<file path="config.mk">
export PLATFORM = sky130hd
export DESIGN_NAME = vrrq_ptr
export DESIGN_NICKNAME = d
export VERILOG_FILES = /design/src/design/vrrq_pkg.sv /design/src/design/vrrq_ptr.sv
export SDC_FILE = /design/constraint.sdc
export NUM_CORES = 1
export LEC_CHECK = 0
export BUFFER_PORTS_ARGS = -buffer_cell sky130_fd_sc_hd__buf_2
export CORE_MARGIN = 8
export CORE_UTILIZATION = 50
export DETAILED_ROUTE_END_ITERATION = 7
export PLACE_DENSITY_LB_ADDON = 0.3
export SYNTH_ARGS = -nofsm -noshare
export SYNTH_HDL_FRONTEND = slang
export SYNTH_SLANG_ARGS = --single-unit
</file>
<file path="constraint.sdc">
create_clock -name clock -period 11.3 [get_ports clock]
set_input_delay 1.695 -clock clock [delete_from_list [all_inputs] [get_ports clock]]
set_output_delay 1.695 -clock clock [all_outputs]
set_load 0.01 [all_outputs]
</file>
<file path="src/design/vrrq_pkg.sv">
// Shared constants, codes and types for the variable record ring queue.
`timescale 1ns / 1ps

package vrrq_pkg;

   // Ring size in bytes; a power of two so that positions wrap by truncation.
   localparam int CAPACITY = 1024;
   localparam int ADDR_W   = $clog2(CAPACITY);
   localparam int CNT_W    = ADDR_W + 1;
   localparam int SUM_W    = CNT_W + 1;

   localparam int OP_W   = 3;
   localparam int BYTE_W = 8;

   localparam logic [OP_W-1:0] OP_RESERVE = 3'd0;
   localparam logic [OP_W-1:0] OP_WRITE   = 3'd1;
   localparam logic [OP_W-1:0] OP_POP     = 3'd2;
   localparam logic [OP_W-1:0] OP_READ    = 3'd3;
   localparam logic [OP_W-1:0] OP_CLEAR   = 3'd4;

   localparam logic [CNT_W-1:0] CAP_CNT = CNT_W'(CAPACITY);

   typedef logic [ADDR_W-1:0] addr_type;
   typedef logic [CNT_W-1:0]  cnt_type;

   typedef struct packed {
      logic              byte_we;
      addr_type          byte_waddr;
      logic [BYTE_W-1:0] byte_wdata;
      logic              byte_re;
      addr_type          byte_raddr;
      logic              len_we;
      addr_type          len_waddr;
      cnt_type           len_wdata;
      logic              len_re;
      addr_type          len_raddr;
   } mem_cmd_type;

   typedef struct packed {
      logic ok;
      logic rd_ok;
   } op_result_type;

   typedef struct packed {
      cnt_type head_length;
      cnt_type bytes_used;
      cnt_type bytes_free;
      cnt_type record_count;
   } ring_stat_type;

endpackage

</file>
<file path="src/design/vrrq_ptr.sv">
// Ring pointer state, request decode and store access generation.
`timescale 1ns / 1ps

module vrrq_ptr
   import vrrq_pkg::*;
(
   input  logic              clock,
   input  logic              reset,
   input  logic              accept,
   input  logic [OP_W-1:0]   operation,
   input  logic [BYTE_W-1:0] data_byte,
   input  cnt_type           record_length,
   input  addr_type          byte_offset,
   input  cnt_type           len_rd_data,
   output mem_cmd_type       mem_cmd,
   output op_result_type     op_res,
   output ring_stat_type     ring_stat
);

   addr_type head_ff, head_in;
   addr_type tail_ff, tail_in;
   cnt_type  gap_ff, gap_in;
   logic     last_push_ff, last_push_in;
   cnt_type  records_ff, records_in;
   addr_type write_pos_ff, write_pos_in;
   cnt_type  write_left_ff, write_left_in;
   cnt_type  head_len_ff, head_len_in;
   logic     pop_pend_ff, pop_pend_in;

   cnt_type           head_len;
   cnt_type           top;
   cnt_type           free_now;
   cnt_type           used_now;
   logic [SUM_W-1:0]  tail_sum;
   logic [SUM_W-1:0]  pop_next;
   logic              place;
   addr_type          place_pos;

   // Head length: fresh from the length store just after a pop, set by a reserve into an empty ring, else held.
   assign head_len = pop_pend_ff ? len_rd_data : head_len_ff;
   assign top      = CAP_CNT - gap_ff;
   assign tail_sum = SUM_W'(tail_ff) + SUM_W'(record_length);
   assign pop_next = SUM_W'(head_ff) + SUM_W'(head_len);

   always_comb begin
      if (head_ff < tail_ff) begin
         free_now = CAP_CNT - CNT_W'(tail_ff) + CNT_W'(head_ff);
         used_now = CNT_W'(tail_ff) - CNT_W'(head_ff);
      end else if (head_ff > tail_ff) begin
         free_now = CNT_W'(head_ff) - CNT_W'(tail_ff);
         used_now = ((top >= CNT_W'(head_ff)) ? (top - CNT_W'(head_ff)) : '0)
                    + CNT_W'(tail_ff);
      end else if (last_push_ff) begin
         free_now = '0;
         used_now = ((top >= CNT_W'(head_ff)) ? (top - CNT_W'(head_ff)) : '0)
                    + CNT_W'(tail_ff);
      end else begin
         free_now = CAP_CNT;
         used_now = '0;
      end
   end

   always_comb begin
      head_in       = head_ff;
      tail_in       = tail_ff;
      gap_in        = gap_ff;
      last_push_in  = last_push_ff;
      records_in    = records_ff;
      write_pos_in  = write_pos_ff;
      write_left_in = write_left_ff;
      head_len_in   = head_len;
      pop_pend_in   = 1'b0;
      mem_cmd       = '0;
      op_res        = '0;
      place         = 1'b0;
      place_pos     = tail_ff;

      if (accept) begin
         case (operation)
            OP_RESERVE: begin
               if (record_length == '0 || record_length > CAP_CNT) begin
                  place = 1'b0;
               end else if (tail_sum > SUM_W'(CAP_CNT)) begin
                  // Record would cross the end: restart at zero if room.
                  if (records_ff == '0) begin
                     head_in   = '0;
                     gap_in    = '0;
                     place     = 1'b1;
                     place_pos = '0;
                  end else if (head_ff < tail_ff &&
                               record_length <= CNT_W'(head_ff)) begin
                     gap_in    = CAP_CNT - CNT_W'(tail_ff);
                     place     = 1'b1;
                     place_pos = '0;
                  end
               end else if (free_now >= record_length) begin
                  place = 1'b1;
               end
               if (place) begin
                  mem_cmd.len_we    = 1'b1;
                  mem_cmd.len_waddr = place_pos;
                  mem_cmd.len_wdata = record_length;
                  write_pos_in      = place_pos;
                  write_left_in     = record_length;
                  tail_in           = place_pos + ADDR_W'(record_length);
                  last_push_in      = 1'b1;
                  records_in        = records_ff + 1'b1;
                  op_res.ok         = 1'b1;
                  if (records_ff == '0) begin
                     head_len_in = record_length;
                  end
               end
            end
            OP_WRITE: begin
               if (write_left_ff != '0) begin
                  mem_cmd.byte_we    = 1'b1;
                  mem_cmd.byte_waddr = write_pos_ff;
                  mem_cmd.byte_wdata = data_byte;
                  write_pos_in       = write_pos_ff + 1'b1;
                  write_left_in      = write_left_ff - 1'b1;
                  op_res.ok          = 1'b1;
               end
            end
            OP_POP: begin
               if (records_ff != '0) begin
                  if (pop_next >= SUM_W'(top)) begin
                     head_in = ADDR_W'(pop_next - SUM_W'(top));
                     gap_in  = '0;
                  end else begin
                     head_in = ADDR_W'(pop_next);
                  end
                  last_push_in = 1'b0;
                  records_in   = records_ff - 1'b1;
                  op_res.ok    = 1'b1;
                  if (records_ff == CNT_W'(1)) begin
                     write_left_in = '0;
                  end else begin
                     // Fetch the length of the new head record.
                     mem_cmd.len_re    = 1'b1;
                     mem_cmd.len_raddr = head_in;
                     pop_pend_in       = 1'b1;
                  end
               end
            end
            OP_READ: begin
               if (records_ff != '0 && CNT_W'(byte_offset) < head_len) begin
                  mem_cmd.byte_re    = 1'b1;
                  mem_cmd.byte_raddr = head_ff + byte_offset;
                  op_res.ok          = 1'b1;
                  op_res.rd_ok       = 1'b1;
               end
            end
            OP_CLEAR: begin
               head_in       = '0;
               tail_in       = '0;
               gap_in        = '0;
               last_push_in  = 1'b0;
               records_in    = '0;
               write_pos_in  = '0;
               write_left_in = '0;
               op_res.ok     = 1'b1;
            end
            default: begin
               op_res = '0;
            end
         endcase
      end
   end

   always_ff @(posedge clock) begin
      if (reset) begin
         head_ff       <= '0;
         tail_ff       <= '0;
         gap_ff        <= '0;
         last_push_ff  <= 1'b0;
         records_ff    <= '0;
         write_pos_ff  <= '0;
         write_left_ff <= '0;
         head_len_ff   <= '0;
         pop_pend_ff   <= 1'b0;
      end else begin
         head_ff       <= head_in;
         tail_ff       <= tail_in;
         gap_ff        <= gap_in;
         last_push_ff  <= last_push_in;
         records_ff    <= records_in;
         write_pos_ff  <= write_pos_in;
         write_left_ff <= write_left_in;
         head_len_ff   <= head_len_in;
         pop_pend_ff   <= pop_pend_in;
      end
   end

   assign ring_stat.head_length  = (records_ff != '0) ? head_len : '0;
   assign ring_stat.bytes_used   = used_now;
   assign ring_stat.bytes_free   = free_now;
   assign ring_stat.record_count = records_ff;

   a_empty_aligned: assert property (@(posedge clock) disable iff (reset)
      records_ff == '0 |-> head_ff == tail_ff && !last_push_ff)
      else $error("empty ring with head and tail apart");

   a_empty_no_open: assert property (@(posedge clock) disable iff (reset)
      records_ff == '0 |-> write_left_ff == '0)
      else $error("open record write with no record held");

   a_count_bound: assert property (@(posedge clock) disable iff (reset)
      records_ff <= CAP_CNT && write_left_ff <= CAP_CNT && gap_ff < CAP_CNT)
      else $error("ring counter out of range");

endmodule

</file>
# --- After elaboration in Yosys (flattened, before gate mapping) ---
# Index checks and enable logic that the tools add are counted.
word_totals:
  reg_bits: 76
  output_inout_bits: 109
classes:
  n_addsub: 16
  n_lt_le_gt_ge: 9
  n_eq_ne: 14
  mux: 73
  bitwise: 3
  reduce_logical: 19
op_table:
  columns: ["cell", "n"]
  rows:
  - ["11-bit 2-to-1 mux", 30]
  - ["10-bit 2-to-1 mux", 14]
  - ["11-bit one-hot mux with 3 select lines", 2]
  - ["63-bit 2-to-1 mux", 1]
  - ["10-bit one-hot mux with 3 select lines", 2]
  - ["22-bit 2-to-1 mux", 2]
  - ["11-bit one-hot mux with 4 select lines", 1]
  - ["19-bit 2-to-1 mux", 2]
  - ["10-bit by 11-bit adder with 12-bit output", 2]
  - ["11-bit by 10-bit adder with 11-bit output", 2]
  - ["11-bit logical NOT", 2]
  - ["11-bit nonzero test", 2]
  - ["10-bit by 10-bit subtractor with 11-bit output", 2]
  - ["11-bit by 1-bit subtractor with 11-bit output (second input constant)", 2]
  - ["10-bit adder", 2]
  - ["10-bit one-hot mux with 2 select lines", 1]
  - ["2-bit != test (second input constant)", 8]
  - ["1-bit 2-to-1 mux", 14]
  - ["12-bit by 11-bit >= comparator with 1-bit output", 1]
  - ["12-bit by 11-bit > comparator with 1-bit output (second input constant)", 1]
  - ["6-bit AND reduction", 2]
  - ["11-bit by 1-bit adder with 11-bit output (second input constant)", 1]
  - ["11-bit by 1-bit equality test with 1-bit output (second input constant)", 1]
  - ["11-bit by 10-bit >= comparator with 1-bit output", 1]
  - ["29 further kinds", 36]

# --- Logic depth before layout (Yosys ltp) ---
depth:
  word_depth: 12
  depth_mapped: 24

# --- Least setup slack after synthesis ---
# Ideal clock, no wire load.
synth_path:
  path_type: "input -> output"
  startpoint: "input len_rd_data[0]"
  endpoint: "output mem_cmd[1] (netlist bit)"
  t_arrival_ns: 5.419
  required_time_ns: 9.605
  slack_ns: 4.186
  cell_stages: 19
  n_path_buf: 1
  path_cell_list: "mux2i_1 > inv_1 > ha_1 > fa_1 > a21o_1 > a21oi_1 > o21ai_0 > a21oi_1 > xnor2_1 > ha_1 > a21oi_1 > o22ai_1 > o31a_1 > o21a_1 > o21ai_0 > and3_1 > clkbuf_1 > mux2i_1 > nor2_1"
synth_rtl:
  columns: ["element", "line", "rtl"]
  rows:
  - ["start: declaration", "vrrq_ptr.sv:14", "input cnt_type len_rd_data,"]
  - ["end: declaration", "vrrq_ptr.sv:15", "output mem_cmd_type mem_cmd,"]

==> impl_metrics.env <==
export IMPL_run_status="completed"
export IMPL_finalCriticalPeriod_ns=8.09
export IMPL_synth_sequential_area_ratio_pct=15.0
export IMPL_syn2layout_area_growth_pct=11.9
export IMPL_synth_lib_cells_used_distinct=84
export IMPL_fp_dieH_um=158
export IMPL_cts_max_path_buffers=2
export IMPL_drt_initial_drc_count=912
export IMPL_hold_path_class="flop to flop"
export IMPL_min_period_over_period_pct=71.6
export IMPL_placedCellCount=1730
export IMPL_slew_headroom_pct=16.1
export IMPL_drt_pre_antenna_iters=5
export IMPL_synth_largest_area_cell="sky130_fd_sc_hd__ha_1"
export IMPL_largest_voltage_drop_on_the_vdd_net_mv=0.0669
export IMPL_worst_path_max_delay_cell="sky130_fd_sc_hd__dfxtp_1"
export IMPL_holdPathStages=2
export IMPL_clock_tree_from_tritoncts="done"
export IMPL_synth_most_common_cell="sky130_fd_sc_hd__ha_1"
export IMPL_clock_skew_ns=0.0109
export IMPL_post_synth_top_area_fraction_pct=17.1
export IMPL_critical_path_buf_inv_count=2
export IMPL_power_leakage_uw=0.00543
export IMPL_dr_total_vias=10639
export IMPL_post_cts_resized=0
export IMPL_power_density_nw_per_um2=69.9
export IMPL_cts_made_buffers=9
export IMPL_r2r_setup_slack_ns=5.16
export IMPL_initial_core_util_pct=50.6
export IMPL_io_pin_count=155
export IMPL_clk_transition_reported_paths_ns=0.06
export IMPL_grt_first_pass_wirelength_um=53600
export IMPL_grt_remaining_overflow=0
export IMPL_synth_area_leaders="sky130_fd_sc_hd__ha_1, sky130_fd_sc_hd__dfxtp_1, sky130_fd_sc_hd__a21oi_1, sky130_fd_sc_hd__xnor2_1, sky130_fd_sc_hd__nor2_1"
export IMPL_die_area_um2=25100
export IMPL_worst_setup_path_end_kind="primary output"
export IMPL_cts_sinks=76
export IMPL_postCtsSetupRepairBufs=0
export IMPL_nNetsFinal=1666
export IMPL_flip_flop_cell_with_the_highest_count_after_synthesis="sky130_fd_sc_hd__dfxtp_1"
export IMPL_worst_slew_pin_transition_ns=1.25
export IMPL_timing_final_hold_violations=0
export IMPL_routed_wl_per_cell_um=19.6
export IMPL_first_global_vias=9916
export IMPL_final_setup_viol_count=0
export IMPL_max_cap_viol_count=0
export IMPL_pre_cts_slack_ns=3.56
export IMPL_synth_net_count=1549
export IMPL_cell_at_the_root_of_the_clock_tree="sky130_fd_sc_hd__clkbuf_16"
export IMPL_relative_contribution_of_sequential_cells_to_total_power_pct=35.5
export IMPL_critical_path_max_stage_delay_ns=0.68
export IMPL_timing_critical_path_arrival_ns=6.39
export IMPL_floorplan_die_width_um=158
export IMPL_avgViaCountPerCell=6.09
export IMPL_stdcell_count=1746
export IMPL_gr_usage_all_layers_pct=27.0
export IMPL_core_um2=20000
export IMPL_synth_seq_cells=76
export IMPL_cellInternalPower_uw=520
export IMPL_worst_setup_path_startpoint="tail_ff[1]"
export IMPL_crit_family="compound AO/OA/AOI/OAI gates"
export IMPL_dp_final_hpwl_um=26200
export IMPL_endpoint_of_the_worst_register_to_register_path="head_len_ff[1]"
export IMPL_globalplace_congestion=0.955
export IMPL_drc_markers=0
export IMPL_fmax_mhz=124
export IMPL_asyncSetResetFlopFracSynth_pct=0
export IMPL_grt_setup_unrepaired="no"
export IMPL_antenna_violating_nets_post_route=0
export IMPL_antenna_found_initial=0
export IMPL_mappedNetlistArea_um2=10100
export IMPL_path_class="flop to primary output"
export IMPL_htree_num_levels=3
export IMPL_synth_common_cells="sky130_fd_sc_hd__ha_1, sky130_fd_sc_hd__nor2_1, sky130_fd_sc_hd__a21oi_1, sky130_fd_sc_hd__nand2_1, sky130_fd_sc_hd__inv_1"
export IMPL_worst_skew_pair_late_latency_ns=0.34
export IMPL_hold_path_endpoint="gap_ff[10]"
export IMPL_antenna_cells_inserted=0
export IMPL_floorplan_rows=52
export IMPL_worstReg2RegStart="tail_ff[1]"
export IMPL_min_from="gap_ff[10]"
export IMPL_drt_wl_total_um=34200
export IMPL_number_of_flops_mapped_to_enable_cells_by_yosys=0
export IMPL_postLayoutSetupSlackWorst_ns=3.21
export IMPL_max_transition_viols_final=0
export IMPL_setup_total_negative_slack_ns=0
export IMPL_final_layout_size_suffix_gt1_share_pct=13.8
export IMPL_clock_power_share_pct=35.7
export IMPL_grt_start_max_net_pins=55
export IMPL_netlist_instances=1354
export IMPL_port_buffer_count=154
export IMPL_cts_hold_buf=0
export IMPL_cp_start_kind="flop"
export IMPL_synth_warnings=0
export IMPL_total_switching_power_uw=273
export IMPL_syn_mean_instance_area_um2=7.49
export IMPL_cp_data_required_time_ns=9.61
export IMPL_power_switching_fraction_pct=34.5
export IMPL_worst_r2r_path_depth=22
export IMPL_path_max_fanout=46
export IMPL_p_comb_share_pct=28.8
export IMPL_cp_cell_sequence="inv_1 > ha_1 > xnor2_1 > ha_1 > nand2_1 > o21ai_0 > a31o_2 > a21o_1 > a21o_1 > a21o_1 > a21oi_1 > xnor2_1 > o22a_1 > ha_1 > or4_1 > a221oi_1 > o21ai_0 > o21ai_0 > a21oi_1 > o2bb2ai_4 > and2_1 > buf_2"
==> power groups by stage <==
stage	clock (µW)	combinational, µW	sequential, µW
after detailed placement	0	224	287
final	283	228	282
after floorplan	0	163	285
after CTS	285	225	281
after global placement	0	221	287
after global routing	297	253	282
==> registers in the layout (all words and copies together), names as in the netlist <==
signal,flops
head_len_ff,11
pop_pend_ff,1
write_left_ff,11
records_ff,11
gap_ff,11
head_ff,10
tail_ff,10
write_pos_ff,10
last_push_ff,1
==> worst register-to-register path, cell delays in order, from the launching register on <==
cell and delay (ns):
sky130_fd_sc_hd__dfxtp_1 0.68, sky130_fd_sc_hd__inv_1 0.31, sky130_fd_sc_hd__ha_1 0.32, sky130_fd_sc_hd__xnor2_1 0.23, sky130_fd_sc_hd__ha_1 0.31, sky130_fd_sc_hd__nand2_1 0.09, sky130_fd_sc_hd__o21ai_0 0.12, sky130_fd_sc_hd__a31o_2 0.29
sky130_fd_sc_hd__a21o_1 0.18, sky130_fd_sc_hd__a21o_1 0.19, sky130_fd_sc_hd__a21o_1 0.17, sky130_fd_sc_hd__a21oi_1 0.17, sky130_fd_sc_hd__xnor2_1 0.12, sky130_fd_sc_hd__o22a_1 0.26, sky130_fd_sc_hd__ha_1 0.21, sky130_fd_sc_hd__or4_1 0.51
sky130_fd_sc_hd__a221oi_1 0.21, sky130_fd_sc_hd__o21ai_0 0.13, sky130_fd_sc_hd__o21ai_0 0.26, sky130_fd_sc_hd__a21oi_1 0.37, sky130_fd_sc_hd__o2bb2ai_4 0.47, sky130_fd_sc_hd__a21oi_1 0.31, sky130_fd_sc_hd__a311oi_1 0.07
==> cells in the final DEF (no fill, tap or decap), types with 8 or more instances in the layout <==
cell type / count
sky130_fd_sc_hd__a21o_1: 33
sky130_fd_sc_hd__o22ai_1: 14
sky130_fd_sc_hd__a311oi_1: 15
sky130_fd_sc_hd__a221oi_1: 8
sky130_fd_sc_hd__a21oi_1: 113
sky130_fd_sc_hd__dfxtp_1: 76
sky130_fd_sc_hd__o21ai_1: 10
sky130_fd_sc_hd__a211oi_1: 15
sky130_fd_sc_hd__fa_1: 10
sky130_fd_sc_hd__nor2b_1: 15
sky130_fd_sc_hd__buf_2: 154
sky130_fd_sc_hd__nand4_1: 13
sky130_fd_sc_hd__inv_1: 101
sky130_fd_sc_hd__nand2_1: 105
sky130_fd_sc_hd__o21ai_0: 76
sky130_fd_sc_hd__ha_1: 139
sky130_fd_sc_hd__o32ai_1: 9
sky130_fd_sc_hd__xnor2_1: 59
sky130_fd_sc_hd__o21a_1: 13
sky130_fd_sc_hd__nand3_1: 28
sky130_fd_sc_hd__nor3_1: 30
sky130_fd_sc_hd__or3_1: 14
sky130_fd_sc_hd__nor4_1: 9
sky130_fd_sc_hd__buf_4: 9
sky130_fd_sc_hd__o21bai_1: 12
sky130_fd_sc_hd__mux2i_1: 34
sky130_fd_sc_hd__and3_1: 27
sky130_fd_sc_hd__xor2_1: 32
sky130_fd_sc_hd__clkbuf_16: 9
sky130_fd_sc_hd__and2_1: 31
sky130_fd_sc_hd__nor2_1: 122
sky130_fd_sc_hd__nand2b_1: 18
==> per-stage QoR <==
| step | hold WS (ns) | power (µW) | utilization, % | instance area, µm² |
|---|---|---|---|---|
| 2_1_floorplan | 0.446 | 448 | - | 10100 |
| 5_1_grt | 0.501 | 832 | 56.6 | 11400 |
| 4_1_cts | 0.481 | 791 | 56.6 | 11400 |
| 3_5_place_dp | 0.467 | 511 | 55.2 | 11100 |
| 6_report | 0.481 | 793 | 56.6 | 11400 |
| 3_3_place_gp | 0.456 | 508 | 55.2 | 11100 |
==> cells by family (layout without fill, tap and decap cells) <==
kind of cell	count (synthesis)	count (layout)	share of synthesized area, %
and+or+nand+nor	439	439	21.5
AOI/OAI and AO/OA	402	402	26.6
buffers and inverters	160	282	6.30
adders and majority gates	149	149	19.1
xor gates and xnor gates	91	91	7.86
DFF	76	76	15.0
muxes	37	37	3.69
==> worst max path at each step <==
| stage | slack (ns) | depth (start not counted) | endpoint |
|---|---|---|---|
| floorplan | 4.19 | 19 | mem_cmd[1] |
| global placement | 3.59 | 20 | mem_cmd[0] |
| detailed placement | 3.56 | 20 | mem_cmd[0] |
| CTS | 3.31 | 22 | mem_cmd[21] |
| global route | 2.86 | 19 | mem_cmd[21] |
| finish | 3.21 | 22 | mem_cmd[20] |
==> routing by layer <==
metal / share of wire [%] / wire [µm] / vias up / track usage [%]
li1: - / - / 5129 / -
met5: 0 / 0 / - / 0
met3: 9.4 / 3230 / 88 / 4.83
met1: 44 / 14900 / 4924 / 36.2
met2: 43 / 14700 / 498 / 42.3
met4: 4.1 / 1400 / 0 / 10.6
==> layout make-up <==
type                       count  area (µm²)
sequential                    76        1520
clock inverter                 5        35.0
fill                        2030        8690
clock buffer                  11         253
multi-input combinational   1118        7980
inverter                     103         387
tap                          270         338
timing repair buffer         163         838
Note: power is estimated with default switching activity, not from simulation.
